==> src/rtl/core/frnc_pkg.sv <==
package frnc_pkg;

    localparam int COUNT_W        = 11;
    localparam int INDEX_W        = 10;
    localparam int COORD_W        = 16;
    localparam int RADIUS_W       = 16;
    localparam int POINT_W        = 2 * COORD_W;
    localparam int MAX_POINTS_DEF = 1024;

    localparam logic [COUNT_W-1:0] COUNT_MAX = {COUNT_W{1'b1}};

    localparam int QUEUE_DEPTH = 2;
    localparam int QPTR_W      = $clog2(QUEUE_DEPTH);
    localparam int QCNT_W      = $clog2(QUEUE_DEPTH + 1);

    localparam int             PADDR_W          = 3;
    localparam logic           REG_POINT_COUNT  = 1'b0;

    localparam logic KIND_LOAD  = 1'b0;
    localparam logic KIND_QUERY = 1'b1;

    typedef enum logic [1:0] {
        OP_LOAD  = 2'd0,
        OP_QUERY = 2'd1,
        OP_BAD   = 2'd2
    } op_code_t;

    typedef struct packed {
        op_code_t                   code;
        logic [INDEX_W-1:0]         index;
        logic [COORD_W-1:0]         x_coord;
        logic [COORD_W-1:0]         y_coord;
        logic [RADIUS_W-1:0]        radius;
    } op_t;

    // width that holds both the point count register and MAX_POINTS itself
    function automatic int limit_width(input int max_points);
        int cw;
        begin
            cw = $clog2(max_points + 1);
            return (cw > COUNT_W) ? cw : COUNT_W;
        end
    endfunction

endpackage

==> src/rtl/core/frnc_front.sv <==
module frnc_front
    import frnc_pkg::*;
#(
    parameter int MAX_POINTS = MAX_POINTS_DEF,
    parameter int LW         = limit_width(MAX_POINTS)
)
(
    input  logic                clk,
    input  logic                rst_n,
    input  logic [LW-1:0]       limit,
    input  logic                s_valid,
    output logic                s_ready,
    input  op_t                 s_op,
    output logic                q_valid,
    input  logic                q_ready,
    output op_t                 q_op
);

    op_t               q_mem_reg [QUEUE_DEPTH];
    logic [QPTR_W-1:0] wr_ptr_reg;
    logic [QPTR_W-1:0] rd_ptr_reg;
    logic [QCNT_W-1:0] count_reg;
    op_t               classified;
    logic              keep;
    logic              push;
    logic              pop;

    // classify: drop loads beyond the store, flag queries beyond the limit
    always_comb
    begin
        classified = s_op;
        keep       = 1'b1;
        case (s_op.code)
            OP_LOAD:
            begin
                keep = (LW'(s_op.index) < LW'(MAX_POINTS));
            end
            OP_QUERY:
            begin
                if (LW'(s_op.index) >= limit)
                begin
                    classified.code = OP_BAD;
                end
            end
            default:
            begin
                classified.code = OP_BAD;
            end
        endcase
    end

    assign s_ready = (count_reg != QCNT_W'(QUEUE_DEPTH));
    assign push    = s_valid && s_ready && keep;
    assign q_valid = (count_reg != '0);
    assign pop     = q_valid && q_ready;
    assign q_op    = q_mem_reg[rd_ptr_reg];

    always_ff @(posedge clk)
    begin
        if (push)
        begin
            q_mem_reg[wr_ptr_reg] <= classified;
        end
    end

    always_ff @(posedge clk or negedge rst_n)
    begin
        if (!rst_n)
        begin
            wr_ptr_reg <= '0;
            rd_ptr_reg <= '0;
            count_reg  <= '0;
        end
        else
        begin
            if (push)
            begin
                wr_ptr_reg <= QPTR_W'(wr_ptr_reg + 1'b1);
            end
            if (pop)
            begin
                rd_ptr_reg <= QPTR_W'(rd_ptr_reg + 1'b1);
            end
            case ({push, pop})
                2'b10:   count_reg <= QCNT_W'(count_reg + 1'b1);
                2'b01:   count_reg <= QCNT_W'(count_reg - 1'b1);
                default: count_reg <= count_reg;
            endcase
        end
    end

`ifndef SYNTHESIS
    a_count_bound: assert property (@(posedge clk) disable iff (!rst_n)
        count_reg <= QCNT_W'(QUEUE_DEPTH))
        else $error("queue count beyond depth");

    a_ptr_gap: assert property (@(posedge clk) disable iff (!rst_n)
        (count_reg == '0) || (count_reg == QCNT_W'(QUEUE_DEPTH))
        || (wr_ptr_reg != rd_ptr_reg))
        else $error("queue pointers disagree with count");

    a_drop_keeps_count: assert property (@(posedge clk) disable iff (!rst_n)
        (s_valid && s_ready && !keep && !pop) |=> $stable(count_reg))
        else $error("dropped load changed the queue");
`endif

endmodule

==> config.mk <==
export PLATFORM = sky130hd
export DESIGN_NAME = frnc_front
export DESIGN_NICKNAME = d
export VERILOG_FILES = /design/src/rtl/core/frnc_pkg.sv /design/src/rtl/core/frnc_front.sv
export SDC_FILE = /design/constraint.sdc
export NUM_CORES = 1
export LEC_CHECK = 0
export BUFFER_PORTS_ARGS = -buffer_cell sky130_fd_sc_hd__buf_2
export CAP_MARGIN = 5
export CORE_MARGIN = 8
export CORE_UTILIZATION = 51
export CTS_CLUSTER_DIAMETER = 30
export DETAILED_ROUTE_END_ITERATION = 8
export GPL_TIMING_DRIVEN = 0
export PLACE_DENSITY = 0.86
export REMOVE_ABC_BUFFERS = 1
export SLEW_MARGIN = 20
export SYNTH_ARGS = -nofsm -noshare
export SYNTH_HDL_FRONTEND = slang
export SYNTH_SLANG_ARGS = --single-unit
==> constraint.sdc <==
create_clock -name clk -period 4.95 [get_ports clk]
set_input_delay 0.99 -clock clk [delete_from_list [all_inputs] [get_ports clk]]
set_output_delay 0.99 -clock clk [all_outputs]
set_load 0.01 [all_outputs]
==> impl_metrics.tcl <==
set metrics [dict create \
    dp_hpwl_um 6570 \
    crit_path_end_kind "output port" \
    core_area_um2 9150 \
    clk_pin_slew_worst_paths_ns 0.06 \
    num_vias 2625 \
    area_growth_pct 30.0 \
    critPathTopFamily "flip-flops" \
    antenna_cells 0 \
    cp.depth 3 \
    critPathRequiredTime_ns 3.96 \
    r2r_slack_ns 3.29 \
    crit_type "reg2out" \
    crit_slowest_cell "dfrtp_4" \
    final_cell_mix "buf_2, edfxtp_1, mux2_2" \
    yosysWarningCount 0 \
    wl_per_cell_um 17.6 \
    power_mw 3.66 \
    nNetsFinal 479 \
    crit_path_max_fanout 34 \
    viasPerCell 5.08 \
    fp-row-count 35 \
    dieArea_um2 12700 \
    antenna_left 0 \
    slew_viol_final 0 \
    run_status "finished, final reports clean" \
    fin_util 0.678 \
    boundaryPins 137 \
    grt_pass1_wl_um 14100 \
    initial_utilization 0.522 \
    drive_gt1_frac 0.571 \
    cts_resized 0 \
    p_leak_nw 2.45 \
    fill_cells 627 \
    postCtsSetupBuffers 0 \
    final_common_cell "buf_2" \
    wirelength_um 9090 \
    max_slew_margin 0.727 \
    ir_worst_vdd_mv 0.292 \
    fin_skew_ns 0.00902 \
    largest_register_ffs 120 \
    period_share 0.599 \
    htree_levels 4 \
    clockBufferDepth 2 \
    cp-start-kind "register" \
    die_width_um 113 \
    avgSynthCellArea_um2 19.8 \
    hold_buffers 0 \
    drv_cap 0 \
    cp_data_arrival_time_ns 1.97 \
    tritoncts "done" \
    worst-slew-pin-transition_ns 0.409 \
    first_iter_violations 135 \
    grt_max_degree 36 \
    cts.sink_count 124 \
    cts_buffers 17 \
    drc_errors 0 \
    holdWs_ns 0.286 \
    clock_latency_ns 0.49 \
    setup_violations 0 \
    grt_antenna_before_repair 1 \
    layout_min_cycle_time_ns 2.96 \
    grt_usage 0.144 \
    post_dp_cell_area_um2 5660 \
    rsz0062_at_grt "no" \
    rr_worst_depth 4 \
    cp_cell_sequence "buf_12 > mux2_2 > buf_2" \
    crit_buf_inv 2 \
    ys_ff_latch 124 \
    hold_path_class "in2async" \
    io_buffers 136 \
    fmax_ghz 0.337 \
    synth.distinct_cells 22 \
    crit_path_max_incr_delay_ns 0.67 \
    synth_area_um2 4770 \
    first_pass_iters 4 \
    root_buffer "clkbuf_8" \
    gp_congestion 0.689 \
    p_per_area_nw_per_um2 590 \
    hold_viol 0 \
    synthCells 241 \
    dieHeight_um 113 \
    grt_pass1_vias 2938 \
    grt_overflow_total 0 \
    synth_seq_area_share 0.776 \
    final_cell_area_um2 6200 \
]
## worst reg2reg max path: stages, from the launching register on
cell	delay, ns
dfrtp_1	0.41
nand2b_1	0.17
nand2_1	0.15
nor2_4	0.36
buf_12	0.25
## final timing paths
path,startpoint,end
max in group asynchronous,rst_n,rd_ptr_reg
min in group clk,count_reg[1],count_reg[1]
worst max-delay path,rd_ptr_reg,q_op[45]
worst max register to register,count_reg[0],q_mem_reg[0][16]
worst min-delay path,rst_n,count_reg[0]
worst min register to register,count_reg[1],count_reg[1]
## Yosys cell counts
| library cell | number | area, µm² |
|---|---|---|
| edfxtp_1 | 120 | 3600 |
| and3_1 | 2 | 12.5 |
| buf_2 | 7 | 35.0 |
| inv_1 | 10 | 37.5 |
| and2_1 | 1 | 6.26 |
| xnor2_1 | 3 | 26.3 |
| a211oi_1 | 1 | 7.51 |
| o22a_1 | 1 | 8.76 |
| dfrtp_1 | 4 | 100 |
| a31oi_1 | 1 | 6.26 |
| xor2_1 | 2 | 17.5 |
| mux2_2 | 60 | 676 |
| nor2_1 | 3 | 11.3 |
| nand3_1 | 1 | 5.00 |
| a21o_1 | 2 | 15.0 |
| and4b_1 | 1 | 10.0 |
| nand2b_1 | 2 | 12.5 |
| ha_1 | 11 | 138 |
| or2_2 | 1 | 6.26 |
| and4_1 | 1 | 8.76 |
| nand2_1 | 3 | 11.3 |
| a21oi_1 | 4 | 20.0 |
## logic make-up (layout without fill, tap and decap cells)
family | Yosys count | in the layout | synth area share
and+or+nand+nor | 15 | 15 | 0.0176
buffers and inverters | 17 | 182 | 0.0152
adders and majority gates | 11 | 11 | 0.0288
AOI/OAI and AO/OA | 9 | 9 | 0.0121
muxes | 60 | 60 | 0.142
DFF | 124 | 124 | 0.776
xor gates and xnor gates | 5 | 5 | 0.00917
## power by group
group          leakage, nW  internal, mW  switching (mW)
Combinational         1.02         0.489           0.507
Sequential            1.16          1.44           0.105
Clock                0.262         0.710           0.409
## per-stage QoR
stage	setup slack (ns)	instances	TNS [ns]
global placement	-0.507	481	-30.23
CTS	1.93	517	0
global route	1.89	517	0
finish	1.99	517	0
detailed placement	2.48	485	0
floorplan	0.874	234	0
## layout make-up
type	count	area, µm²	share of cell area
well taps	111	139	0.0224
clock inverters	12	124	0.0200
inverters	10	37.5	0.00605
clock buffers	20	425	0.0686
flip-flops and latches	124	3710	0.598
multi-input cells	100	1010	0.163
repair buffers	140	761	0.123
## routing by layer
layer / vias up / part of all wire / global-route usage
li1: 1247 / - / -
met1: 1274 / 0.38 / 0.145
met2: 85 / 0.53 / 0.259
met3: 17 / 0.066 / 0.0570
met4: 2 / 0.014 / 0.0647
met5: - / 0.0014 / 0
Power figures use the tool's default switching activity.
