[src/rtl/core/frnc_pkg.sv]
package frnc_pkg;

    localparam int COUNT_W        = 11;
    localparam int INDEX_W        = 10;
    localparam int COORD_W        = 16;
    localparam int RADIUS_W       = 16;
    localparam int POINT_W        = 2 * COORD_W;
    localparam int MAX_POINTS_DEF = 1024;

    localparam logic [COUNT_W-1:0] COUNT_MAX = {COUNT_W{1'b1}};

    localparam int QUEUE_DEPTH = 2;
    localparam int QPTR_W      = $clog2(QUEUE_DEPTH);
    localparam int QCNT_W      = $clog2(QUEUE_DEPTH + 1);

    localparam int             PADDR_W          = 3;
    localparam logic           REG_POINT_COUNT  = 1'b0;

    localparam logic KIND_LOAD  = 1'b0;
    localparam logic KIND_QUERY = 1'b1;

    typedef enum logic [1:0] {
        OP_LOAD  = 2'd0,
        OP_QUERY = 2'd1,
        OP_BAD   = 2'd2
    } op_code_t;

    typedef struct packed {
        op_code_t                   code;
        logic [INDEX_W-1:0]         index;
        logic [COORD_W-1:0]         x_coord;
        logic [COORD_W-1:0]         y_coord;
        logic [RADIUS_W-1:0]        radius;
    } op_t;

    // width that holds both the point count register and MAX_POINTS itself
    function automatic int limit_width(input int max_points);
        int cw;
        begin
            cw = $clog2(max_points + 1);
            return (cw > COUNT_W) ? cw : COUNT_W;
        end
    endfunction

endpackage

[src/rtl/core/frnc_back.sv]
module frnc_back
    import frnc_pkg::*;
#(
    parameter int MAX_POINTS = MAX_POINTS_DEF,
    parameter int LW         = limit_width(MAX_POINTS),
    parameter int AW         = $clog2(MAX_POINTS)
)
(
    input  logic               clk,
    input  logic               rst_n,
    input  logic [LW-1:0]      limit,
    input  logic               q_valid,
    output logic               q_ready,
    input  op_t                q_op,
    output logic               ram_we,
    output logic [AW-1:0]      ram_waddr,
    output logic [POINT_W-1:0] ram_wdata,
    output logic [AW-1:0]      ram_raddr,
    input  logic [POINT_W-1:0] ram_rdata,
    output logic               m_valid,
    input  logic               m_ready,
    output logic [COUNT_W-1:0] m_count,
    output logic               m_bad
);

    typedef enum logic [2:0] {
        ST_IDLE   = 3'b001,
        ST_CENTER = 3'b010,
        ST_SCAN   = 3'b100
    } state_t;

    state_t               state_reg;
    state_t               state_next;
    logic [LW-1:0]        iss_reg;
    logic [2*RADIUS_W-1:0] rr_reg;
    logic [COORD_W-1:0]   cx_reg;
    logic [COORD_W-1:0]   cy_reg;
    logic                 v1_reg;
    logic                 v2_reg;
    logic                 v3_reg;
    logic                 hit_reg;
    logic signed [COORD_W:0] dx_reg;
    logic signed [COORD_W:0] dy_reg;
    logic [2*COORD_W-1:0] sqx_reg;
    logic [2*COORD_W-1:0] sqy_reg;
    logic [COUNT_W-1:0]   cnt_reg;
    logic                 out_valid_reg;
    logic [COUNT_W-1:0]   out_cnt_reg;
    logic                 out_bad_reg;

    logic                 pop;
    logic                 issue;
    logic                 scan_done;
    logic signed [COORD_W:0]     dx_next;
    logic signed [COORD_W:0]     dy_next;
    logic signed [2*COORD_W+1:0] px_prod;
    logic signed [2*COORD_W+1:0] py_prod;
    logic [2*COORD_W:0]   sum_sq;

    // take a load whenever idle; a query only when the result register is also free
    assign pop = q_valid && (state_reg == ST_IDLE)
                 && ((q_op.code == OP_LOAD) || !out_valid_reg);
    assign q_ready = pop;

    assign ram_we    = pop && (q_op.code == OP_LOAD);
    assign ram_waddr = AW'(q_op.index);
    assign ram_wdata = {q_op.y_coord, q_op.x_coord};
    assign ram_raddr = (state_reg == ST_IDLE) ? AW'(q_op.index) : iss_reg[AW-1:0];

    assign issue     = (state_reg == ST_SCAN) && (iss_reg < limit);
    assign scan_done = (state_reg == ST_SCAN) && (iss_reg == limit)
                       && !v1_reg && !v2_reg && !v3_reg && !hit_reg;

    assign dx_next = {cx_reg[COORD_W-1], cx_reg}
                     - {ram_rdata[COORD_W-1], ram_rdata[COORD_W-1:0]};
    assign dy_next = {cy_reg[COORD_W-1], cy_reg}
                     - {ram_rdata[POINT_W-1], ram_rdata[POINT_W-1:COORD_W]};
    assign px_prod = dx_reg * dx_reg;
    assign py_prod = dy_reg * dy_reg;
    assign sum_sq  = {1'b0, sqx_reg} + {1'b0, sqy_reg};

    always_comb
    begin
        state_next = state_reg;
        case (state_reg)
            ST_IDLE:
            begin
                if (pop && (q_op.code == OP_QUERY))
                begin
                    state_next = ST_CENTER;
                end
            end
            ST_CENTER:
            begin
                state_next = ST_SCAN;
            end
            ST_SCAN:
            begin
                if (scan_done)
                begin
                    state_next = ST_IDLE;
                end
            end
            default:
            begin
                state_next = ST_IDLE;
            end
        endcase
    end

    // payload of the scan pipeline
    always_ff @(posedge clk)
    begin
        if (pop && (q_op.code == OP_QUERY))
        begin
            rr_reg <= q_op.radius * q_op.radius;
        end
        if (state_reg == ST_CENTER)
        begin
            cx_reg <= ram_rdata[COORD_W-1:0];
            cy_reg <= ram_rdata[POINT_W-1:COORD_W];
        end
        dx_reg  <= dx_next;
        dy_reg  <= dy_next;
        sqx_reg <= px_prod[2*COORD_W-1:0];
        sqy_reg <= py_prod[2*COORD_W-1:0];
        if (scan_done)
        begin
            out_cnt_reg <= cnt_reg;
            out_bad_reg <= 1'b0;
        end
        else if (pop && (q_op.code == OP_BAD))
        begin
            out_cnt_reg <= '0;
            out_bad_reg <= 1'b1;
        end
    end

    always_ff @(posedge clk or negedge rst_n)
    begin
        if (!rst_n)
        begin
            state_reg     <= ST_IDLE;
            iss_reg       <= '0;
            v1_reg        <= 1'b0;
            v2_reg        <= 1'b0;
            v3_reg        <= 1'b0;
            hit_reg       <= 1'b0;
            cnt_reg       <= '0;
            out_valid_reg <= 1'b0;
        end
        else
        begin
            state_reg <= state_next;
            if (state_reg == ST_CENTER)
            begin
                iss_reg <= '0;
                cnt_reg <= '0;
            end
            else if (issue)
            begin
                iss_reg <= LW'(iss_reg + 1'b1);
            end
            v1_reg  <= issue;
            v2_reg  <= v1_reg;
            v3_reg  <= v2_reg;
            hit_reg <= v3_reg && (sum_sq < {1'b0, rr_reg});
            if (hit_reg && (cnt_reg != COUNT_MAX) && (state_reg == ST_SCAN))
            begin
                cnt_reg <= COUNT_W'(cnt_reg + 1'b1);
            end
            if (scan_done || (pop && (q_op.code == OP_BAD)))
            begin
                out_valid_reg <= 1'b1;
            end
            else if (m_ready)
            begin
                out_valid_reg <= 1'b0;
            end
        end
    end

    assign m_valid = out_valid_reg;
    assign m_count = out_cnt_reg;
    assign m_bad   = out_bad_reg;

`ifndef SYNTHESIS
    a_issue_bound: assert property (@(posedge clk) disable iff (!rst_n)
        (state_reg == ST_SCAN) |-> (iss_reg <= limit))
        else $error("scan address ran past the limit");

    a_count_bound: assert property (@(posedge clk) disable iff (!rst_n)
        (state_reg == ST_SCAN) |-> (LW'(cnt_reg) <= iss_reg))
        else $error("neighbor count exceeds scanned points");

    a_bad_result: assert property (@(posedge clk) disable iff (!rst_n)
        (pop && (q_op.code == OP_BAD)) |=> (out_valid_reg && out_bad_reg
                                            && (out_cnt_reg == '0)))
        else $error("bad query gave no error result");

    a_no_overwrite: assert property (@(posedge clk) disable iff (!rst_n)
        (scan_done) |-> (!out_valid_reg))
        else $error("result register overwritten");
`endif

endmodule

[config.mk]
export PLATFORM = sky130hd
export DESIGN_NAME = frnc_back
export DESIGN_NICKNAME = d
export VERILOG_FILES = /design/src/rtl/core/frnc_pkg.sv /design/src/rtl/core/frnc_back.sv
export SDC_FILE = /design/constraint.sdc
export NUM_CORES = 2
export LEC_CHECK = 0
export ABC_AREA = 1
export BUFFER_PORTS_ARGS = -buffer_cell sky130_fd_sc_hd__buf_2
export CORE_UTILIZATION = 59
export DETAILED_ROUTE_END_ITERATION = 16
export PLACE_DENSITY_LB_ADDON = 0.05
export SLEW_MARGIN = 20
export SYNTH_ARGS = -nofsm -noshare
export SYNTH_HDL_FRONTEND = slang
export SYNTH_SLANG_ARGS = --single-unit
[constraint.sdc]
create_clock -name clk -period 6.1 [get_ports clk]
set_clock_uncertainty 0.15 [all_clocks]
set_input_delay 0.305 -clock clk [delete_from_list [all_inputs] [get_ports clk]]
set_output_delay 0.305 -clock clk [all_outputs]
set_load 0.01 [all_outputs]
==> results.py <==
metrics = {
    "finish": {
        "final_util_pct": 64.5,
        "nets": 5591,
        "area_delta_synth_final_pct": 7.53,
        "drive_gt1_share_pct": 7.80,
    },
    "clock_tree": {
        "h-tree-depth": 1,
        "clk_pin_slew_ns": 0.06,
        "cts_made_buffers": 26,
        "cts_tree": "built",
        "root_buffer": "clkbuf_16",
        "clkSinkCount": 201,
        "clockBufferDepth": 3,
        "clk_latency_ns": 0.56,
    },
    "floorplan": {
        "die_area_mm2": 0.0640,
        "initial_core_util_pct": 60.0,
        "io_pins": 174,
        "fp.dieW_um": 253,
        "die_y_um": 253,
        "coreArea_mm2": 0.0619,
        "rows": 91,
    },
    "yosys": {
        "synth_edf_count": 74,
        "ys_ff_latch": 201,
        "synth_ff_type": "dfxtp_1",
        "netlist_instances": 4328,
        "synth.most_common_cell": "inv_1",
        "synth_seq_area_share_pct": 13.2,
        "yosys.area.top_type": "fa_1",
        "synth_area_mm2": 0.0372,
        "synth.distinct_cells": 62,
        "yosys_warnings": 0,
        "synth_nets": 5490,
        "synthTopCellsByArea": "fa_1 36%, ha_1 13%, inv_1 13%",
        "avgSynthCellArea_um2": 8.59,
        "synth_common_cells": "1258 x inv_1, 748 x nand2_1, 676 x fa_1, 379 x ha_1, 160 x a21oi_1",
        "postSynth.asyncResetShare_pct": 14.9,
        "synth_top_area_share_pct": 36.4,
    },
    "place": {
        "dp_hpwl_um": 66700,
        "dp_slack_ns": 0.106,
        "port-buffer-count": 109,
        "gp_congestion": 0.903,
    },
    "routing": {
        "vias": 26300,
        "ant_nets": 0,
        "wirelength_um": 77200,
        "first_iter_violations": 1324,
        "drt_pass1_iterations": 6,
        "avgRoutedWirePerCell_um": 14.6,
        "vias_per_cell": 4.97,
        "post-route-drc-count": 0,
    },
    "global_route": {
        "grt_pass1_wl_um": 133000,
        "grtUsageTotal_pct": 25.9,
        "grt_max_degree": 33,
        "overflow": 0,
        "grt_pass1_vias": 27300,
        "antenna_found_initial": 1,
    },
    "worst_setup_path": {
        "path_max_fanout": 10,
        "startpoint_type": "flop",
        "critPathArrivalTime_ns": 6.16,
        "critPathKind": "reg -> reg",
        "worstSetupEndpointType": "flop",
        "worstPathRequired_ns": 6.39,
    },
    "timing": {
        "finalSetupViolCount": 0,
        "tns_ns": 0,
        "slew_headroom_pct": 50.3,
        "fin_ws_ns": 0.229,
        "hold_violations": 0,
        "final_max_slew_viol_count": 0,
        "max_freq_ghz": 0.170,
        "post-route-min-period_ns": 5.87,
        "fin_crit_sh_pct": 96.2,
        "worst_pin_slew_ns": 0.745,
    },
    "run": {
        "drv_cap": 0,
    },
    "hold_path": {
        "hp-class": "in -> async",
    },
    "status": {
        "status": "finished clean",
    },
}
==> stage by stage <==
stage          hold WS [ns]  instance area (µm²)  instances
2_1_floorplan        -0.141                37200       4328
3_3_place_gp          0.214                38600       5199
3_5_place_dp          0.209                38600       5199
4_1_cts               0.164                39900       5284
5_1_grt               0.204                40000       5287
6_report              0.166                40000       5287
==> layout by cell type (no fill, tap or decap), types with 37 or more instances in the layout <==
cell type         n
buf_4            76
nand2_1         748
dlygate4sd3_1    37
nor2_1          146
buf_2           109
edfxtp_1         74
a21oi_1         159
fa_1            675
nand3_1          71
dfxtp_1          78
o21ai_0          79
ha_1            379
inv_1          1258
xnor2_1          66
xor2_1          120
==> per-layer routing <==
layer | share of wire (%) | vias to the layer above | track usage [%] | wire length, µm
li1 | - | 13000 | - | -
met3 | 4.2 | 64 | 2.23 | 3250
met5 | 0 | - | 0 | 0
met1 | 47 | 12800 | 37.6 | 36100
met4 | 1.3 | 0 | 3.91 | 966
met2 | 48 | 461 | 43.2 | 36900
==> final timing paths <==
| check | depth (start not counted) | start | endpoint | slack [ns] |
|---|---|---|---|---|
| min | 2 | rst_n | cnt_reg[5]$_DFFE_PN0P_ | 0.17 |
| min in group clk | 7 | q_valid | m_bad$_SDFFE_PP0P_ | 0.19 |
| max reg2reg | 23 | dx_reg[14]$_DFF_P_ | sqx_reg[31]$_DFF_P_ | 0.23 |
| min reg2reg | 0 | v2_reg$_DFF_PN0_ | v3_reg$_DFF_PN0_ | 0.23 |
| max in group asynchronous | 2 | rst_n | iss_reg[7]$_DFFE_PN0P_ | 5.19 |
| max | 23 | dx_reg[14]$_DFF_P_ | sqx_reg[31]$_DFF_P_ | 0.23 |
==> cells by family (layout without fill, tap and decap cells) <==
family	count (synthesis)	in the layout	share of synthesized area, %
xor gates and xnor gates	187	187	4.43
buffers and inverters	1420	1541	14.8
DFF	201	201	13.2
AOI/OAI and AO/OA	384	384	6.30
other	0	1	0
adders and majority gates	1055	1055	49.2
and+or+nand+nor	1081	1081	12.1
==> worst max-delay path, cell delays in order, from the launching register on <==
cell     delay (ns)
dfxtp_1        0.65
buf_4          0.22
nand2_1        0.08
fa_1           0.48
fa_1           0.52
fa_1           0.52
inv_1          0.06
fa_1           0.51
fa_1           0.49
inv_1          0.05
fa_1           0.47
inv_1          0.04
ha_1           0.34
nand2_1        0.09
inv_1          0.08
nand3_1        0.10
nor3_1         0.26
nand3_1        0.13
nand3_1        0.20
nand2_1        0.08
nand3_1        0.09
inv_1          0.05
nand2_1        0.05
nand2_1        0.04
==> cell type report <==
type | count | area [µm²]
clock inverters | 12 | 144
clock buffers | 36 | 761
inverters | 1270 | 4770
well taps | 837 | 1050
repair buffers | 223 | 1510
fillers | 5437 | 22000
diodes | 1 | 2.50
multi-input cells | 2707 | 26800
flip-flops and latches | 201 | 4940
==> what timing repair did <==
item                                    4_1_cts  5_1_grt
endpoints found under the setup margin        0       23
buffers inserted                              0        2
hold buffers                                 37        0
gates resized for setup                       0       25
endpoints found under the hold margin        68        0
Power is left out: the tool's default activity adds up to more than one toggle a clock period on the data nets, which glitch-free logic cannot reach.
